==> config.mk <==
export PLATFORM = sky130hd
export DESIGN_NAME = i2c_eeprom_byte_access_master
export DESIGN_NICKNAME = d
export VERILOG_FILES = /design/src/design/i2cee_pkg.sv /design/src/design/i2cee_seq.sv /design/src/design/i2c_eeprom_byte_access_master.sv
export VERILOG_INCLUDE_DIRS = /design/src /design/src/design
export SDC_FILE = /design/constraint.sdc
export NUM_CORES = 1
export LEC_CHECK = 0
export ABC_AREA = 1
export BUFFER_PORTS_ARGS = -buffer_cell sky130_fd_sc_hd__clkbuf_2
export CORE_MARGIN = 4
export CORE_UTILIZATION = 45
export DETAILED_ROUTE_END_ITERATION = 8
export GPL_TIMING_DRIVEN = 0
export SETUP_SLACK_MARGIN = 0.05
export SLEW_MARGIN = 20
export SYNTH_ARGS = -nofsm -noshare
export SYNTH_HDL_FRONTEND = slang
export SYNTH_SLANG_ARGS = --single-unit
==> constraint.sdc <==
create_clock -name clk -period 3.9 [get_ports clk]
set_input_delay 0 -clock clk [delete_from_list [all_inputs] [get_ports clk]]
set_output_delay 0 -clock clk [all_outputs]
set_load 0.05 [all_outputs]
==> src/design/assert_macros.svh <==
// Assertion macros shared by the I2C EEPROM master RTL.
`ifndef ASSERT_MACROS_SVH
`define ASSERT_MACROS_SVH
`ifndef NO_ASSERTIONS
// Property must hold at every clock edge outside reset.
`define ASSERT_CLK(lbl, prop, msg) \
	lbl: assert property (@(posedge clk) disable iff (!arst_n) (prop)) else $error(msg);
// Expression must never be true at a clock edge outside reset.
`define ASSERT_NEVER(lbl, expr, msg) \
	lbl: assert property (@(posedge clk) disable iff (!arst_n) !(expr)) else $error(msg);
`else
`define ASSERT_CLK(lbl, prop, msg)
`define ASSERT_NEVER(lbl, expr, msg)
`endif
`endif

==> src/design/i2cee_pkg.sv <==
// Types and constants for the I2C EEPROM byte access master.
`default_nettype none
package i2cee_pkg;

	// Configuration register indexes and reset values
	localparam int unsigned CFG_IDX_W = 8;
	localparam logic [CFG_IDX_W-1:0] REG_DEVICE_SELECT = 8'd0;
	localparam logic [CFG_IDX_W-1:0] REG_ACK_TIMEOUT   = 8'd1;
	localparam logic [6:0] DEVICE_SELECT_RST = 7'd80;
	localparam logic [7:0] ACK_TIMEOUT_RST   = 8'd200;

	// Bus sequencer phases
	typedef enum logic [4:0] {
		PH_IDLE   = 5'd0,
		PH_ST1    = 5'd1,
		PH_ST2    = 5'd2,
		PH_ST3    = 5'd3,
		PH_ST4    = 5'd4,
		PH_BSET   = 5'd5,
		PH_BHIGH  = 5'd6,
		PH_BLOW   = 5'd7,
		PH_AREL   = 5'd8,
		PH_APOLL  = 5'd9,
		PH_AEND   = 5'd10,
		PH_RREL   = 5'd11,
		PH_RHIGH1 = 5'd12,
		PH_RHIGH2 = 5'd13,
		PH_RLOW   = 5'd14,
		PH_SP1    = 5'd15,
		PH_SP2    = 5'd16,
		PH_SP3    = 5'd17
	} phase_t;

	// Live configuration
	typedef struct packed {
		logic [6:0] device_select;
		logic [7:0] ack_timeout;
	} cfg_t;

	// One tick's result beat
	typedef struct packed {
		logic       scl;
		logic       sda_out;
		logic       busy_res;
		logic       done_res;
		logic [7:0] read_data;
		logic       ack_failed;
	} res_t;

	// Outcome of launching the next step of a transaction
	typedef struct packed {
		phase_t     phase;
		logic       load;
		logic [7:0] byte_v;
	} launch_t;

endpackage
`default_nettype wire

==> src/design/i2cee_seq.sv <==
// Tick-level I2C bus sequencer: start, byte send, acknowledge poll, byte read, stop.
`default_nettype none
`include "assert_macros.svh"
module i2cee_seq (
	input  wire logic             clk,
	input  wire logic             arst_n,
	input  wire logic             step_en,
	input  wire logic             start_req,
	input  wire logic             action,
	input  wire logic [7:0]       mem_address,
	input  wire logic [7:0]       write_data,
	input  wire logic             sda_in,
	input  wire i2cee_pkg::cfg_t  cfg,
	output i2cee_pkg::res_t       res
);

	// Pick the phase and byte for a transaction step
	function automatic i2cee_pkg::launch_t launch(input logic op_read, input logic [2:0] step,
			input logic [7:0] dev, input logic [7:0] addr, input logic [7:0] data);
		i2cee_pkg::launch_t l;
		l.phase = i2cee_pkg::PH_IDLE;
		l.load = 1'b0;
		l.byte_v = 8'd0;
		if (op_read) begin
			case (step)
				3'd0: l.phase = i2cee_pkg::PH_ST1;
				3'd1: begin l.phase = i2cee_pkg::PH_BSET; l.load = 1'b1; l.byte_v = dev; end
				3'd2: begin l.phase = i2cee_pkg::PH_BSET; l.load = 1'b1; l.byte_v = addr; end
				3'd3: l.phase = i2cee_pkg::PH_ST1;
				3'd4: begin
					l.phase = i2cee_pkg::PH_BSET;
					l.load = 1'b1;
					l.byte_v = {dev[7:1], 1'b1};
				end
				3'd5: l.phase = i2cee_pkg::PH_RREL;
				3'd6: l.phase = i2cee_pkg::PH_SP1;
				default: l.phase = i2cee_pkg::PH_IDLE;
			endcase
		end else begin
			case (step)
				3'd0: l.phase = i2cee_pkg::PH_ST1;
				3'd1: begin l.phase = i2cee_pkg::PH_BSET; l.load = 1'b1; l.byte_v = dev; end
				3'd2: begin l.phase = i2cee_pkg::PH_BSET; l.load = 1'b1; l.byte_v = addr; end
				3'd3: begin l.phase = i2cee_pkg::PH_BSET; l.load = 1'b1; l.byte_v = data; end
				3'd4: l.phase = i2cee_pkg::PH_SP1;
				default: l.phase = i2cee_pkg::PH_IDLE;
			endcase
		end
		return l;
	endfunction

	i2cee_pkg::phase_t phase_q, n_phase, cur;
	logic [3:0] bit_count_q, n_bit_count, bc_inc;
	logic [7:0] shift_q, n_shift;
	logic [7:0] ack_cnt_q, n_ack_cnt;
	logic [2:0] step_q, n_step, step_base, step_inc;
	logic       read_q, n_read;
	logic [7:0] addr_q, n_addr, data_q, n_data, rx_q, n_rx;
	logic       err_q, n_err, scl_q, n_scl, sda_q, n_sda;
	logic       accept, ack_miss, bc_full, busy, done;
	i2cee_pkg::launch_t lnch;

	// Latch a request when idle and work out the follow-on step
	always_comb begin
		accept = (phase_q == i2cee_pkg::PH_IDLE) && start_req;
		cur = accept ? i2cee_pkg::PH_ST1 : phase_q;
		n_read = accept ? action : read_q;
		n_addr = accept ? mem_address : addr_q;
		n_data = accept ? write_data : data_q;
		step_base = accept ? 3'd0 : step_q;
		step_inc = step_base + 3'd1;
		lnch = launch(n_read, step_inc, {cfg.device_select, 1'b0}, n_addr, n_data);
		ack_miss = sda_in && (ack_cnt_q >= cfg.ack_timeout);
		bc_inc = bit_count_q + 4'd1;
		bc_full = bc_inc >= 4'd8;
	end

	// Next state
	always_comb begin
		n_phase = cur;
		n_step = step_base;
		n_bit_count = bit_count_q;
		n_shift = shift_q;
		n_ack_cnt = ack_cnt_q;
		unique case (cur)
			i2cee_pkg::PH_ST1: n_phase = i2cee_pkg::PH_ST2;
			i2cee_pkg::PH_ST2: n_phase = i2cee_pkg::PH_ST3;
			i2cee_pkg::PH_ST3: n_phase = i2cee_pkg::PH_ST4;
			i2cee_pkg::PH_BSET: begin
				n_shift = {shift_q[6:0], 1'b0};
				n_phase = i2cee_pkg::PH_BHIGH;
			end
			i2cee_pkg::PH_BHIGH: n_phase = i2cee_pkg::PH_BLOW;
			i2cee_pkg::PH_BLOW: begin
				n_bit_count = bc_inc;
				n_phase = bc_full ? i2cee_pkg::PH_AREL : i2cee_pkg::PH_BSET;
			end
			i2cee_pkg::PH_AREL: begin
				n_ack_cnt = 8'd0;
				n_phase = i2cee_pkg::PH_APOLL;
			end
			i2cee_pkg::PH_APOLL: begin
				if (!sda_in || ack_miss) begin
					n_phase = i2cee_pkg::PH_AEND;
				end else begin
					n_ack_cnt = ack_cnt_q + 8'd1;
				end
			end
			i2cee_pkg::PH_RREL: begin
				n_shift = 8'd0;
				n_bit_count = 4'd0;
				n_phase = i2cee_pkg::PH_RHIGH1;
			end
			i2cee_pkg::PH_RHIGH1: n_phase = i2cee_pkg::PH_RHIGH2;
			i2cee_pkg::PH_RHIGH2: begin
				n_shift = {shift_q[6:0], sda_in};
				n_phase = i2cee_pkg::PH_RLOW;
			end
			i2cee_pkg::PH_SP1: n_phase = i2cee_pkg::PH_SP2;
			i2cee_pkg::PH_SP2: n_phase = i2cee_pkg::PH_SP3;
			i2cee_pkg::PH_SP3: n_phase = i2cee_pkg::PH_IDLE;
			default: n_phase = i2cee_pkg::PH_IDLE;
		endcase
		// Advance to the next transaction step at the end of a start, ack or read byte
		if (cur == i2cee_pkg::PH_ST4 || cur == i2cee_pkg::PH_AEND ||
				(cur == i2cee_pkg::PH_RLOW && bc_full)) begin
			n_step = step_inc;
			n_phase = lnch.phase;
			if (lnch.load) begin
				n_shift = lnch.byte_v;
				n_bit_count = 4'd0;
			end
		end else if (cur == i2cee_pkg::PH_RLOW) begin
			n_bit_count = bc_inc;
			n_phase = i2cee_pkg::PH_RHIGH1;
		end
	end

	// Outputs: line levels and status
	always_comb begin
		n_scl = scl_q;
		n_sda = sda_q;
		n_err = accept ? 1'b0 : err_q;
		n_rx = rx_q;
		busy = (cur != i2cee_pkg::PH_IDLE);
		done = 1'b0;
		unique case (cur)
			i2cee_pkg::PH_ST1:    n_sda = 1'b1;
			i2cee_pkg::PH_ST2:    n_scl = 1'b1;
			i2cee_pkg::PH_ST3:    n_sda = 1'b0;
			i2cee_pkg::PH_ST4:    n_scl = 1'b0;
			i2cee_pkg::PH_BSET:   n_sda = shift_q[7];
			i2cee_pkg::PH_BHIGH:  n_scl = 1'b1;
			i2cee_pkg::PH_BLOW:   n_scl = 1'b0;
			i2cee_pkg::PH_AREL:   n_sda = 1'b1;
			i2cee_pkg::PH_APOLL: begin
				n_scl = 1'b1;
				if (ack_miss) begin
					n_err = 1'b1;
				end
			end
			i2cee_pkg::PH_AEND:   n_scl = 1'b0;
			i2cee_pkg::PH_RREL:   n_sda = 1'b1;
			i2cee_pkg::PH_RHIGH1: n_scl = 1'b1;
			i2cee_pkg::PH_RHIGH2: n_scl = scl_q;
			i2cee_pkg::PH_RLOW: begin
				n_scl = 1'b0;
				if (bc_full) begin
					n_rx = shift_q;
				end
			end
			i2cee_pkg::PH_SP1:    n_sda = 1'b0;
			i2cee_pkg::PH_SP2:    n_scl = 1'b1;
			i2cee_pkg::PH_SP3: begin
				n_sda = 1'b1;
				done = 1'b1;
			end
			default:              busy = 1'b0;
		endcase
	end

	// Hold the state between accepted ticks
	always_ff @(posedge clk or negedge arst_n) begin
		if (!arst_n) begin
			phase_q <= i2cee_pkg::PH_IDLE;
			bit_count_q <= 4'd0;
			shift_q <= 8'd0;
			ack_cnt_q <= 8'd0;
			step_q <= 3'd0;
			read_q <= 1'b0;
			addr_q <= 8'd0;
			data_q <= 8'd0;
			rx_q <= 8'd0;
			err_q <= 1'b0;
			scl_q <= 1'b1;
			sda_q <= 1'b1;
		end else if (step_en) begin
			phase_q <= n_phase;
			bit_count_q <= n_bit_count;
			shift_q <= n_shift;
			ack_cnt_q <= n_ack_cnt;
			step_q <= n_step;
			read_q <= n_read;
			addr_q <= n_addr;
			data_q <= n_data;
			rx_q <= n_rx;
			err_q <= n_err;
			scl_q <= n_scl;
			sda_q <= n_sda;
		end
	end

	assign res.scl = n_scl;
	assign res.sda_out = n_sda;
	assign res.busy_res = busy;
	assign res.done_res = done;
	assign res.read_data = n_rx;
	assign res.ack_failed = n_err;

	`ASSERT_CLK(a_bit_count_range, bit_count_q <= 4'd8, "bit counter passed eight")
	`ASSERT_CLK(a_done_to_idle, step_en && done |=> phase_q == i2cee_pkg::PH_IDLE, "no idle after stop")

endmodule
`default_nettype wire

==> src/design/i2c_eeprom_byte_access_master.sv <==
// Top level of the I2C EEPROM byte access master: config registers and result buffer.
//
// Usage: every beat on the input channel is one bus timing tick (the bit delay).
// A tick with start_req set while idle starts a byte write (action 0) or a random
// byte read (action 1) at mem_address; requests during a transaction are dropped.
// Each input beat yields exactly one result beat carrying the SCL and SDA levels
// to drive for that tick, busy, done on the tick the stop completes, the last byte
// read and the sticky acknowledge failure flag of the transaction.
// The result of a tick is registered into the output buffer before it is offered.
// Throughput: one tick per cycle while in_ready is high; the sequencer state is updated in a single pass.
// A two-entry output buffer (output register plus skid) lets one more tick be
// taken while a result waits; in_ready drops only when both entries are full.
// Configuration: index 0 device_select, index 1 ack_timeout; writes always taken.
// Reset: bus lines released high, sequencer idle, buffer empty, device_select 80,
// ack_timeout 200.
`default_nettype none
`include "assert_macros.svh"
module i2c_eeprom_byte_access_master (
	input  wire logic       clk,
	input  wire logic       arst_n,
	// input channel
	input  wire logic       in_valid,
	output logic            in_ready,
	input  wire logic       start_req,
	input  wire logic       action,
	input  wire logic [7:0] mem_address,
	input  wire logic [7:0] write_data,
	input  wire logic       sda_in,
	// result channel
	output logic            out_valid,
	input  wire logic       out_ready,
	output logic            scl,
	output logic            sda_out,
	output logic            busy_res,
	output logic            done_res,
	output logic [7:0]      read_data,
	output logic            ack_failed,
	// configuration channel
	input  wire logic       cfg_valid,
	output logic            cfg_ready,
	input  wire logic [i2cee_pkg::CFG_IDX_W-1:0] cfg_index,
	input  wire logic [7:0] cfg_data
);

	i2cee_pkg::cfg_t cfg_q;
	i2cee_pkg::res_t res, head_q, skid_q;
	logic head_valid_q, skid_valid_q;
	logic push, pop;

	// Configuration registers, masked to width
	assign cfg_ready = 1'b1;
	always_ff @(posedge clk or negedge arst_n) begin
		if (!arst_n) begin
			cfg_q.device_select <= i2cee_pkg::DEVICE_SELECT_RST;
			cfg_q.ack_timeout <= i2cee_pkg::ACK_TIMEOUT_RST;
		end else if (cfg_valid && cfg_ready) begin
			unique case (cfg_index)
				i2cee_pkg::REG_DEVICE_SELECT: cfg_q.device_select <= cfg_data[6:0];
				i2cee_pkg::REG_ACK_TIMEOUT:   cfg_q.ack_timeout <= cfg_data;
				default: ;
			endcase
		end
	end

	assign in_ready = !skid_valid_q;
	assign push = in_valid && in_ready;
	assign pop = head_valid_q && out_ready;

	i2cee_seq u_seq (
		.clk        (clk),
		.arst_n     (arst_n),
		.step_en    (push),
		.start_req  (start_req),
		.action     (action),
		.mem_address(mem_address),
		.write_data (write_data),
		.sda_in     (sda_in),
		.cfg        (cfg_q),
		.res        (res)
	);

	// Buffer occupancy
	always_ff @(posedge clk or negedge arst_n) begin
		if (!arst_n) begin
			head_valid_q <= 1'b0;
			skid_valid_q <= 1'b0;
		end else if (!head_valid_q || pop) begin
			head_valid_q <= skid_valid_q || push;
			skid_valid_q <= skid_valid_q && push;
		end else if (push) begin
			skid_valid_q <= 1'b1;
		end
	end

	// Buffer payload
	always_ff @(posedge clk) begin
		if (!head_valid_q || pop) begin
			if (skid_valid_q) begin
				head_q <= skid_q;
				if (push) begin
					skid_q <= res;
				end
			end else if (push) begin
				head_q <= res;
			end
		end else if (push) begin
			skid_q <= res;
		end
	end

	assign out_valid = head_valid_q;
	assign scl = head_q.scl;
	assign sda_out = head_q.sda_out;
	assign busy_res = head_q.busy_res;
	assign done_res = head_q.done_res;
	assign read_data = head_q.read_data;
	assign ack_failed = head_q.ack_failed;

	`ASSERT_CLK(a_skid_needs_head, skid_valid_q |-> head_valid_q, "skid filled with empty head")
	`ASSERT_NEVER(a_done_not_busy, head_valid_q && head_q.done_res && !head_q.busy_res, "done without busy")
	`ASSERT_CLK(a_full_blocks_input, skid_valid_q && !out_ready |=> skid_valid_q, "skid beat lost")

endmodule
`default_nettype wire
==> results of run 1 <==
==> routing by layer <==
metal  vias to the layer above  track usage [%]  share of wire, %
met5                         -                0                 0
li1                       2640                -                 -
met3                        31             3.20               5.0
met1                      2434             29.1                45
met4                         0             10.8               3.2
met2                       163             35.4                47
==> worst min-delay path by stage <==
stage	end	slack [ns]	depth (start not counted)
after floorplan	cfg_q[0]$_DFFE_PN0P_	-0.30	0
after global placement	cfg_q[14]$_DFFE_PN1P_	0.23	3
after detailed placement	out_valid$_DFFE_PN0N_	0.03	1
after CTS	u_seq.err_q$_DFFE_PN0P_	0.02	3
after global routing	u_seq.err_q$_DFFE_PN0P_	0.06	3
final	u_seq.err_q$_DFFE_PN0P_	0.03	3
==> stage by stage <==
step | instances | setup WS [ns] | area (µm²) | hold slack (ns)
after floorplan | 760 | 1.37 | 5810 | -0.296
after global placement | 986 | 0.830 | 6290 | 0.234
after detailed placement | 987 | 0.780 | 6320 | 0.0305
after CTS | 1032 | 0.763 | 6890 | 0.0165
after global routing | 1032 | 0.526 | 6890 | 0.0588
final | 1032 | 0.743 | 6890 | 0.0331
==> cell usage after synthesis (8+ instances only) <==
| cell type | instances |
|---|---|
| nand2_1 | 228 |
| inv_1 | 94 |
| nand3_1 | 76 |
| o21ai_0 | 75 |
| dfrtp_1 | 66 |
| nor2_1 | 43 |
| edfxtp_1 | 26 |
| ha_1 | 15 |
| nand2_2 | 11 |
| o21ai_1 | 11 |
| or2_2 | 10 |
| a21oi_1 | 9 |
| clkbuf_1 | 9 |
| nand4_1 | 8 |
==> worst max-delay path, cell delays in order (launching register included) <==
cell and delay, ns:
dfrtp_1 0.40, inv_2 0.11, nand2_2 0.08, nor2_4 0.22
nand2_4 0.15, buf_6 0.19, buf_2 0.18, nand2_1 0.15
inv_1 0.10, ha_1 0.23, inv_1 0.08, nand3_1 0.10
nand2_2 0.17, buf_2 0.25, nand2_1 0.08, nand3_1 0.07
nand2_1 0.07, a21oi_1 0.26, a21oi_1 0.11
==> cells by family (layout without fill, tap and decap cells) <==
logic type	after synthesis	after routing	share of synthesized area, %
buffers and inverters	126	226	9.11
adders and majority gates	15	15	3.23
other	1	1	0.0646
AOI/OAI and AO/OA	111	111	10.3
and+or+nand+nor	400	400	31.0
xor gates and xnor gates	7	7	1.06
muxes	1	1	0.194
DFF	99	99	45.1
==> repair_timing <==
| action | 4_1_cts | 5_1_grt |
|---|---|---|
| endpoints found under the hold margin | 62 | 0 |
| setup endpoints to repair | 0 | 0 |
| hold buffers | 29 | 0 |
==> registers in the layout, indices dropped and copies added (netlist names), 4 cells and up <==
register / cells
u_seq.rx_q: 8
skid_q: 13
u_seq.bit_count_q: 4
u_seq.phase_q: 5
cfg_q: 15
u_seq.ack_cnt_q: 8
read_data: 8
u_seq.addr_q: 8
u_seq.data_q: 8
u_seq.shift_q: 8
==> final cells by class <==
cell class | count | area [µm²] | area share [%]
multi-input cells | 535 | 2660 | 38.6
flip-flops and latches | 99 | 2620 | 38.0
repair buffers | 84 | 591 | 8.57
inverters | 101 | 379 | 5.50
clock buffers | 10 | 239 | 3.47
well taps | 172 | 215 | 3.12
plain buffers | 25 | 150 | 2.18
clock inverters | 6 | 38.8 | 0.563
==> report_power, final <==
| group | total, mW | switching, mW | internal, mW |
|---|---|---|---|
| logic | 2.04 | 1.39 | 0.654 |
| registers | 1.56 | 0.178 | 1.39 |
| clock network | 0.862 | 0.413 | 0.450 |
==> out/results.ini, run 1 <==
[finish]
final_nets=910
area_delta_synth_final_pct=18.7
fin_util_pct=54.6
diodes=0
fill_cells=1257
layout_commonest_cell=nand2_1
final_cell_mix=228 x nand2_1, 94 x inv_1, 76 x nand3_1
drive_gt1_share_pct=16.0

[detailed_routing]
drt-vias-per-instance=5.10
firstDrtPassIters=4
ant_nets=0
wl_per_cell_um=14.7
num_vias=5268
first_iter_violations=422
routed_wl_um=15200
drc=0

[global_routing]
grtUsageTotal_pct=22.0
antenna_found_initial=0
grt_pass1_vias=5142
grt_max_degree=41
grt_pass1_wl_um=25500
grt_overflow=0

[power]
power_leakage_nw=3.46
cellPowerDensity_nw_per_um2=648
p_total_mw=4.47
ir_worst_vdd_v=0.000245

[worst_setup_path]
required_ns=4.13
r2r_start=u_seq.phase_q[3]$_DFFE_PN0P_
critPathLaunchType=flip-flop
cp-end-kind=flip-flop
cp_max_fo=10
crit_type=reg -> reg
timing.rr.end=u_seq.phase_q[2]$_DFFE_PN0P_
arrival_ns=3.38
cp-startpoint=u_seq.phase_q[3]$_DFFE_PN0P_
rrSetupSlack_ns=0.74
r2r_cells=18
crit_path_end=u_seq.phase_q[2]$_DFFE_PN0P_

[floorplan]
die_area_um2=14800
core_area_um2=12600
die_x_um=122
floorplan.initialDensity_pct=46.0
ios=56
die_y_um=122
rows=41

[synth]
synth_ff_type=dfrtp_1
synth_top_area_share_pct=28.4
seq_area_frac_synth_pct=45.1
synth_area_leaders=dfrtp_1 28%, nand2_1 15%, edfxtp_1 13%
synthDistinctLibCells=44
yosysWarnings=0
synthArstFlopShare_pct=73.7
syn-num-nets=815
syn_area_um2=5810
synth-edff-count=26
postSynthAreaPerCell_um2=7.64
synth-seq-cells=99
synthCells=760
synth_top_area_cell=dfrtp_1

[clocking]
insertion_delay_ns=0.35
cts_setup_buffers=0
post_cts_resized=0
numCtsBuffers=9
htreeDepth=3
clk_pin_slew_ns=0.07
cts_tree=yes
clock-root-buffer=clkbuf_16
ctsLongestPathBuffers=2
cts_sinks=99

[timing]
clock.fmax_mhz=317
finalSetupViolations=0
fin_skew_ns=0.00571
worst_pin_slew_ns=1.04
finalHoldViolCount=0
min_period_over_period_pct=80.9
setup_tns_ns=0
rsz0062_at_grt=no
fin_crit_ns=3.16
max_slew_margin_pct=30.7
slew_viol_final=0

[placed_design]
dp_hpwl_um=11500
io_buffers=54
gp_congestion=0.961

[run_status]
status=finished, final reports clean

[job]
maxCapViolations=0

[hold_path]
hold_path_class=in -> reg
hp-start=sda_in

(Power assumes the default switching activity.)
==> inputs of run 2 (changes only) <==
- PLACE_DENSITY: default -> 0.66
- clock period: 3.9 -> 2.8 ns (I/O delays scaled with it)
==> run 2 against run 1 <==
Sequential share of layout area is 0.61 points lower. Global-route usage decreased by 0.61 points. Via count is 0.82% higher. Critical endpoint is now u_seq.shift_q[7]$_DFFE_PN0P_. Utilization is 0.89 points higher. Count of clock-buffer cells in the layout is 2 higher.
==> out/results.ini, run 2 (same netlist as run 1, synthesis figures left out) <==
[worst_setup_path]
cp-startpoint=u_seq.phase_q[1]$_DFFE_PN0P_  ; was u_seq.phase_q[3]$_DFFE_PN0P_
rrSetupSlack_ns=0.21  ; was 0.74 ns
crit_type=reg -> reg  ; unchanged
path_buf_inv=6  ; unchanged
crit_top_cell=nand2_4  ; was nand2_1
cp-end-kind=flip-flop  ; unchanged
critPathMaxStageDelay_ns=0.42  ; was 0.40 ns
crit_family=simple AND/OR/NAND/NOR gates  ; unchanged
required_ns=3.04  ; was 4.13 ns
critPathLaunchType=flip-flop  ; unchanged
cp_slowest_cell=dfrtp_1  ; unchanged
cp_max_fo=10  ; unchanged
path_cells=inv_2 > nand2_2 > nor2_4 > nand2_4 > buf_6 > buf_6 > nand2_4 > inv_2 > ha_2 > inv_2 > nand3_2 > nand2_4 > nand2_4 > nand3_4 > nand2_4 > buf_6 > nand2_1 > nand2_1 > nor2_2 > nor2_1  ; was inv_2 > nand2_2 > nor2_4 > nand2_4 > buf_6 > buf_2 > nand2_1 > inv_1 > ha_1 > inv_1 > nand3_1 > nand2_2 > buf_2 > nand2_1 > nand3_1 > nand2_1 > a21oi_1 > a21oi_1
r2r_start=u_seq.phase_q[1]$_DFFE_PN0P_  ; was u_seq.phase_q[3]$_DFFE_PN0P_
arrival_ns=2.83  ; was 3.38 ns

[power]
power_leakage_nw=3.51  ; was 3.46 nW
seq_power_share_pct=32.9  ; was 35.0%
p_clk_share_pct=20.0  ; was 19.3%
intPower_mw=3.76  ; was 2.49 mW
ir_worst_vdd_v=0.000354  ; was 0.000245 V
combinationalPowerShare_pct=47.1  ; was 45.7%
sw_frac_of_total_pct=42.8  ; was 44.3%
switchingPower_mw=2.82  ; was 1.98 mW
cellPowerDensity_nw_per_um2=939  ; was 648 nW/µm²

[timing]
finalSetupViolations=0  ; unchanged
holdWs_ns=0.0101  ; was 0.0331 ns
clock.fmax_mhz=386  ; was 317 MHz
finalHoldViolCount=0  ; unchanged
fin_ws_ns=0.210  ; was 0.743 ns
fin_crit_ns=2.59  ; was 3.16 ns
max_slew_margin_pct=36.1  ; was 30.7%
slew_viol_final=0  ; unchanged
fin_skew_ns=0.0121  ; was 0.00571 ns
rsz0062_at_grt=no  ; unchanged
worst_pin_slew_ns=0.955  ; was 1.04 ns
min_period_over_period_pct=92.5  ; was 80.9%
setup_tns_ns=0  ; unchanged

[detailed_routing]
met3_length_um=733  ; was 758 µm
highest_layer=met4  ; unchanged
route.met2.wl_um=6830  ; was 7080 µm
routed_wl_um=14900  ; was 15200 µm
wl_met1_um=6860  ; was 6890 µm
drt-vias-per-instance=5.13  ; was 5.10
num_vias=5311  ; was 5268
wl_per_cell_um=14.4  ; was 14.7 µm
firstDrtPassIters=5  ; was 4
ant_nets=0  ; unchanged
drc=0  ; unchanged
first_iter_violations=402  ; was 422

[clocking]
numCtsBuffers=9  ; unchanged
htreeDepth=3  ; unchanged
clock-root-buffer=clkbuf_16  ; unchanged
cts_sinks=99  ; unchanged
insertion_delay_ns=0.35  ; about the same
ctsLongestPathBuffers=2  ; unchanged
cts_tree=yes  ; unchanged
clk_pin_slew_ns=0.07  ; about the same

[finish]
final_nets=913  ; was 910
reg_top3=cfg_q (15), skid_q (13)  ; unchanged
largest_register=cfg_q  ; unchanged
diodes=0  ; unchanged
fill_cells=1186  ; was 1257
fin_util_pct=55.5  ; was 54.6%
area_delta_synth_final_pct=20.6  ; was 18.7%
largest_reg_flops=15  ; unchanged
drive_gt1_share_pct=18.7  ; was 16.0%
multi_input_area_um2=2740  ; was 2660 µm²
seqCellArea_um2=2620  ; unchanged
final_cell_mix=227 x nand2_1, 91 x inv_1, 75 x nand3_1  ; was 228 x nand2_1, 94 x inv_1, 76 x nand3_1
layout_commonest_cell=nand2_1  ; unchanged

[job]
maxCapViolations=0  ; unchanged

[placed_design]
dp_hpwl_um=11200  ; was 11500 µm
pre_cts_ws_ns=-0.252  ; was 0.780 ns
io_buffers=54  ; unchanged
gp_congestion=0.913  ; was 0.961

[global_routing]
grt_overflow=0  ; unchanged
grtUsageTotal_pct=21.4  ; was 22.0%
grt_pass1_wl_um=24800  ; was 25500 µm
antenna_found_initial=0  ; unchanged
grt_max_degree=43  ; was 41
grt_pass1_vias=5069  ; was 5142

[floorplan]
rows=41  ; unchanged
floorplan.initialDensity_pct=46.0  ; unchanged
core_area_um2=12600  ; unchanged
die_area_um2=14800  ; unchanged
ios=56  ; unchanged
die_y_um=122  ; unchanged
die_x_um=122  ; unchanged

[run_status]
status=finished, final reports clean  ; unchanged

[hold_path]
hp-start=write_data[4]  ; was sda_in
hold_path_class=in -> reg  ; unchanged

[run 2: cell count changes in the layout (fill, tap and decap cells not counted), moves of 2 or more]
cell / delta
dlygate4sd3_1: -8
inv_2: +3
nand2_4: +3
nor2_4: +2
buf_2: -2
nor2_1: -4
buf_4: +12
inv_1: -3
clkbuf_1: +2
ha_1: -3
nor2_2: +2
nand2_2: -2
ha_4: +2
[run 2: power by group through the flow]
stage	clock network (mW)	logic, mW	registers (mW)
6_report	1.32	3.10	2.16
5_1_grt	1.41	3.48	2.21
4_1_cts	1.33	2.94	2.16
3_5_place_dp	0	2.76	2.19
3_3_place_gp	0	2.71	2.18
2_1_floorplan	0	1.95	2.30
[run 2: final cells by class]
cell class              count  share of cell area, %
plain buffers              25                   2.27
clock buffers              12                   3.68
clock inverters             4                  0.786
inverters                 101                   5.41
multi-input cells         535                   39.1
flip-flops and latches     99                   37.4
well taps                 172                   3.07
repair buffers             87                   8.36
[run 2: timing repair]
action,CTS,global route
hold buffers,21,0
endpoints found under the setup margin,29,15
cloned,0,0
hold endpoints to repair,57,0
pin swaps,3,5
resized for setup,9,16
setup buffers,7,4
[run 2: path summary, 6_finish.rpt]
| check | end | cells after the start |
|---|---|---|
| worst max-delay path | u_seq.shift_q[7]$_DFFE_PN0P_ | 20 |
| worst min-delay path | u_seq.data_q[4]$_DFFE_PN0P_ | 5 |
| worst max register to register | u_seq.shift_q[7]$_DFFE_PN0P_ | 20 |
| worst min register to register | u_seq.sda_q$_DFFE_PN1P_ | 2 |
| max in group asynchronous | cfg_q[12]$_DFFE_PN1P_ | 3 |
| min in group asynchronous | u_seq.bit_count_q[3]$_DFFE_PN0P_ | 2 |
[run 2: worst min-delay path, cell delays in order]
cell      delay [ns]
clkbuf_2        0.08
nand2_1         0.06
nand3_1         0.06
o21ai_0         0.08
inv_1           0.06
[run 2: layer usage]
| layer | up-vias | global-route usage (%) |
|---|---|---|
| met4 | 0 | 8.82 |
| met3 | 30 | 3.90 |
| met2 | 156 | 33.6 |
| li1 | 2645 | - |
| met5 | - | 0 |
| met1 | 2480 | 29.2 |
[run 2: per-stage QoR]
step           power (mW)  cell area, µm²  std cells
5_1_grt              7.09            7000       1035
3_3_place_gp         4.89            6290        986
2_1_floorplan        4.25            5810        760
6_report             6.58            7000       1035
3_5_place_dp         4.96            6310        987
4_1_cts              6.43            6910       1031
==> inputs of run 3 (changes only) <==
- CORE_UTILIZATION: 45 -> 30
- PLACE_DENSITY: 0.66 -> default
- SYNTH_HIERARCHICAL: default -> 1
==> run 3 against run 2 <==
Largest power group unchanged. Non-clock buffer count is 2 lower. Synthesized cell count rose by 2.4%. Sequential power about the same. Routed wire length decreased by 4.5%. Utilization decreased by 18 points. Critical endpoint is now u_seq/shift_q[6]$_DFFE_PN0P_. Worst setup slack gained 0.10 ns. Final area is 1.3% higher.
==> out/results.ini, run 3 <==
[floorplan]
die_area_um2=21900  ; was 14800 µm²
floorplan.initialDensity_pct=31.0  ; was 46.0%
ios=56  ; unchanged
die_x_um=148  ; was 122 µm
die_y_um=148  ; was 122 µm
core_area_um2=19000  ; was 12600 µm²
rows=50  ; was 41

[detailed_routing]
firstDrtPassIters=5  ; unchanged
first_iter_violations=266  ; was 402
num_vias=5138  ; was 5311
drt-vias-per-instance=4.51  ; was 5.13
wl_per_cell_um=12.5  ; was 14.4 µm
ant_nets=0  ; unchanged
drc=0  ; unchanged
routed_wl_um=14300  ; was 14900 µm

[clocking]
cts_tree=yes  ; unchanged
cts_sinks=99  ; unchanged
htreeDepth=3  ; unchanged
numCtsBuffers=9  ; unchanged
ctsLongestPathBuffers=2  ; unchanged
insertion_delay_ns=0.35  ; about the same
clk_pin_slew_ns=0.07  ; about the same
clock-root-buffer=clkbuf_16  ; unchanged

[synth]
yosys.area_share.simple_pct=33.6  ; was 31.0%
seq_area_frac_synth_pct=44.5  ; was 45.1%
synth_top_family_by_area=simple AND/OR/NAND/NOR gates  ; unchanged
synth_xor_area_share_pct=0.894  ; was 1.06%
syn-num-nets=833  ; was 815
yosysWarnings=6  ; was 0
synth_ff_type=dfrtp_1  ; unchanged
synth_top_area_share_pct=28.1  ; was 28.4%
synthDistinctLibCells=42  ; was 44
muxShareOfSynthArea_pct=0  ; was 0.194%
synth_common_cells=296 x nand2_1, 86 x inv_1, 66 x dfrtp_1  ; was 228 x nand2_1, 94 x inv_1, 76 x nand3_1
synth_top_area_cell=dfrtp_1  ; unchanged
synth-seq-cells=99  ; unchanged
synthArstFlopShare_pct=73.7  ; unchanged
syn_area_um2=5880  ; was 5810 µm²
synth-compound-area-share_pct=9.05  ; was 10.3%
yosysMostFrequentCell=nand2_1  ; unchanged
synthCells=778  ; was 760
synthAdderAreaFrac_pct=3.19  ; was 3.23%
postSynthAreaPerCell_um2=7.55  ; was 7.64 µm²
synth_area_leaders=dfrtp_1 28%, nand2_1 19%, edfxtp_1 13%  ; was dfrtp_1 28%, nand2_1 15%, edfxtp_1 13%
synth-edff-count=26  ; unchanged

[timing]
rsz0062_at_grt=no  ; unchanged
fin_crit_ns=2.49  ; was 2.59 ns
clock.fmax_mhz=402  ; was 386 MHz
finalSetupViolations=0  ; unchanged
fin_skew_ns=0.0123  ; was 0.0121 ns
holdWs_ns=0.0180  ; was 0.0101 ns
worst_pin_slew_ns=0.955  ; about the same
slew_viol_final=0  ; unchanged
setup_tns_ns=0  ; unchanged
max_slew_margin_pct=36.1  ; about the same
finalHoldViolCount=0  ; unchanged
min_period_over_period_pct=88.8  ; was 92.5%

[worst_setup_path]
rrSetupSlack_ns=0.31  ; was 0.21 ns
arrival_ns=2.73  ; was 2.83 ns
r2r_start=u_seq/phase_q[3]$_DFFE_PN0P_  ; was u_seq.phase_q[1]$_DFFE_PN0P_
critPathLaunchType=flip-flop  ; unchanged
r2r_cells=17  ; was 20
required_ns=3.04  ; about the same
cp-end-kind=flip-flop  ; unchanged
timing.rr.end=u_seq/shift_q[6]$_DFFE_PN0P_  ; was u_seq.shift_q[7]$_DFFE_PN0P_
crit_type=reg -> reg  ; unchanged
cp_max_fo=10  ; unchanged

[job]
maxCapViolations=0  ; unchanged

[finish]
largest_reg_flops=15  ; unchanged
diodes=0  ; unchanged
fill_cells=1978  ; was 1186
final_cell_mix=296 x nand2_1, 86 x inv_1, 66 x dfrtp_1  ; was 227 x nand2_1, 91 x inv_1, 75 x nand3_1
final_cells=1139  ; was 1035
drive_gt1_share_pct=18.2  ; was 18.7%
area_delta_synth_final_pct=20.8  ; was 20.6%
final_nets=929  ; was 913
fin_util_pct=37.4  ; was 55.5%
layout_commonest_cell=nand2_1  ; unchanged
reg_top3=cfg_q (15), skid_q (13)  ; unchanged
largest_register=cfg_q  ; unchanged
final_area_um2=7100  ; was 7000 µm²

[placed_design]
post_dp_cell_area_um2=6500  ; was 6310 µm²
io_buffers=54  ; unchanged
dp_cells=1093  ; was 987
dp_hpwl_um=10800  ; was 11200 µm
gp_congestion=0.889  ; was 0.913

[global_routing]
grt_pass1_vias=5000  ; was 5069
grtUsageTotal_pct=13.8  ; was 21.4%
grt_max_degree=44  ; was 43
grt_pass1_wl_um=24400  ; was 24800 µm
grt_overflow=0  ; unchanged
antenna_found_initial=0  ; unchanged

[power]
p_clk_share_pct=19.8  ; was 20.0%
power_leakage_nw=3.48  ; was 3.51 nW
combinationalPowerShare_pct=45.0  ; was 47.1%
seq_power_share_pct=35.1  ; was 32.9%
cellPowerDensity_nw_per_um2=853  ; was 939 nW/µm²
switchingPower_mw=2.62  ; was 2.82 mW
intPower_mw=3.44  ; was 3.76 mW
sw_frac_of_total_pct=43.2  ; was 42.8%
ir_worst_vdd_v=0.000381  ; was 0.000354 V

[hold_path]
hp-start=cfg_index[0]  ; was write_data[4]
hold-path-endpoint=cfg_q[6]$_DFFE_PN1P_  ; was u_seq.data_q[4]$_DFFE_PN0P_
whs_path_depth=5  ; unchanged
hold_path_class=in -> reg  ; unchanged

[run_status]
status=finished, final reports clean  ; unchanged

## run 3: changes by cell type in the layout (fill, tap and decap cells not counted), moves of 6 or more
cell	previous run	this run
nand3_1	75	45
or2_2	10	4
buf_4	15	8
a21oi_2	1	9
dlygate4sd3_1	21	29
o21ai_2	1	8
o21ai_1	12	0
nand4_1	8	14
nand2_4	9	3
nand2_1	227	296
nor2_1	39	50
o21ai_0	74	53
## run 3: power groups by stage
stage | registers [mW] | logic [mW] | clock network, mW
3_3_place_gp | 2.14 | 2.63 | 0
3_5_place_dp | 2.15 | 2.67 | 0
2_1_floorplan | 2.23 | 1.92 | 0
5_1_grt | 2.17 | 3.10 | 1.30
4_1_cts | 2.13 | 2.71 | 1.24
6_report | 2.13 | 2.73 | 1.20
## run 3: worst max path at each step
stage                                      start                      endpoint  slack (ns)  cells after the start
global route        u_seq/phase_q[3]$_DFFE_PN0P_  u_seq/shift_q[4]$_DFFE_PN0P_        0.09                     17
CTS                 u_seq/phase_q[1]$_DFFE_PN0P_  u_seq/shift_q[0]$_DFFE_PN0P_        0.13                     17
floorplan           u_seq/phase_q[1]$_DFFE_PN0P_  u_seq/shift_q[4]$_DFFE_PN0P_        0.38                     17
finish              u_seq/phase_q[3]$_DFFE_PN0P_  u_seq/shift_q[6]$_DFFE_PN0P_        0.31                     17
detailed placement  u_seq/phase_q[1]$_DFFE_PN0P_  u_seq/shift_q[0]$_DFFE_PN0P_       -0.18                     17
global placement    u_seq/phase_q[1]$_DFFE_PN0P_  u_seq/shift_q[0]$_DFFE_PN0P_       -0.19                     17
## run 3: metal layers
metal | vias up | wire, µm | track usage [%]
li1 | 2653 | - | -
met5 | - | 0 | 0
met2 | 109 | 6470 | 22.0
met1 | 2356 | 6870 | 18.8
met4 | 0 | 290 | 4.48
met3 | 20 | 624 | 2.64
## run 3: worst max-delay path, cell delays in order (launching register included)
cell	delay, ns
dfrtp_1	0.39
inv_2	0.12
nand2_1	0.12
nor2_4	0.13
nand2_4	0.08
buf_6	0.16
nand2_2	0.11
inv_1	0.10
ha_2	0.24
inv_1	0.10
nand3_2	0.11
nand3_2	0.12
nand2_1	0.08
nand3_2	0.12
buf_6	0.19
a21oi_2	0.06
nand2_1	0.09
nand2_1	0.05
## run 3: metrics by stage
step / power (mW) / setup slack, ns
floorplan: 4.16 / 0.383
detailed placement: 4.82 / -0.176
finish: 6.06 / 0.314
global route: 6.57 / 0.0860
global placement: 4.77 / -0.186
CTS: 6.08 / 0.134
## run 3: area by class of cell
class | instances | area, µm² | area share, %
clock inverters | 7 | 58.8 | 0.829
multi-input cells | 561 | 2760 | 38.9
flip-flops and latches | 99 | 2620 | 36.9
inverters | 93 | 354 | 4.99
plain buffers | 25 | 158 | 2.22
clock buffers | 9 | 225 | 3.17
well taps | 260 | 325 | 4.58
repair buffers | 85 | 598 | 8.43
## run 3: repair_timing
item | 4_1_cts | 5_1_grt
cloned | 0 | 0
hold buffers | 29 | 0
pin swaps | 0 | 1
resized for setup | 3 | 2
setup buffers | 0 | 1
endpoints found under the hold margin | 64 | 0
endpoints found under the setup margin | 15 | 14
## run 3: logic make-up after synthesis
group	after synthesis
compound gates	89
xor+xnor	6
fa+ha+maj	15
buf+inv	118
flops	99
other cells	1
simple gates	450
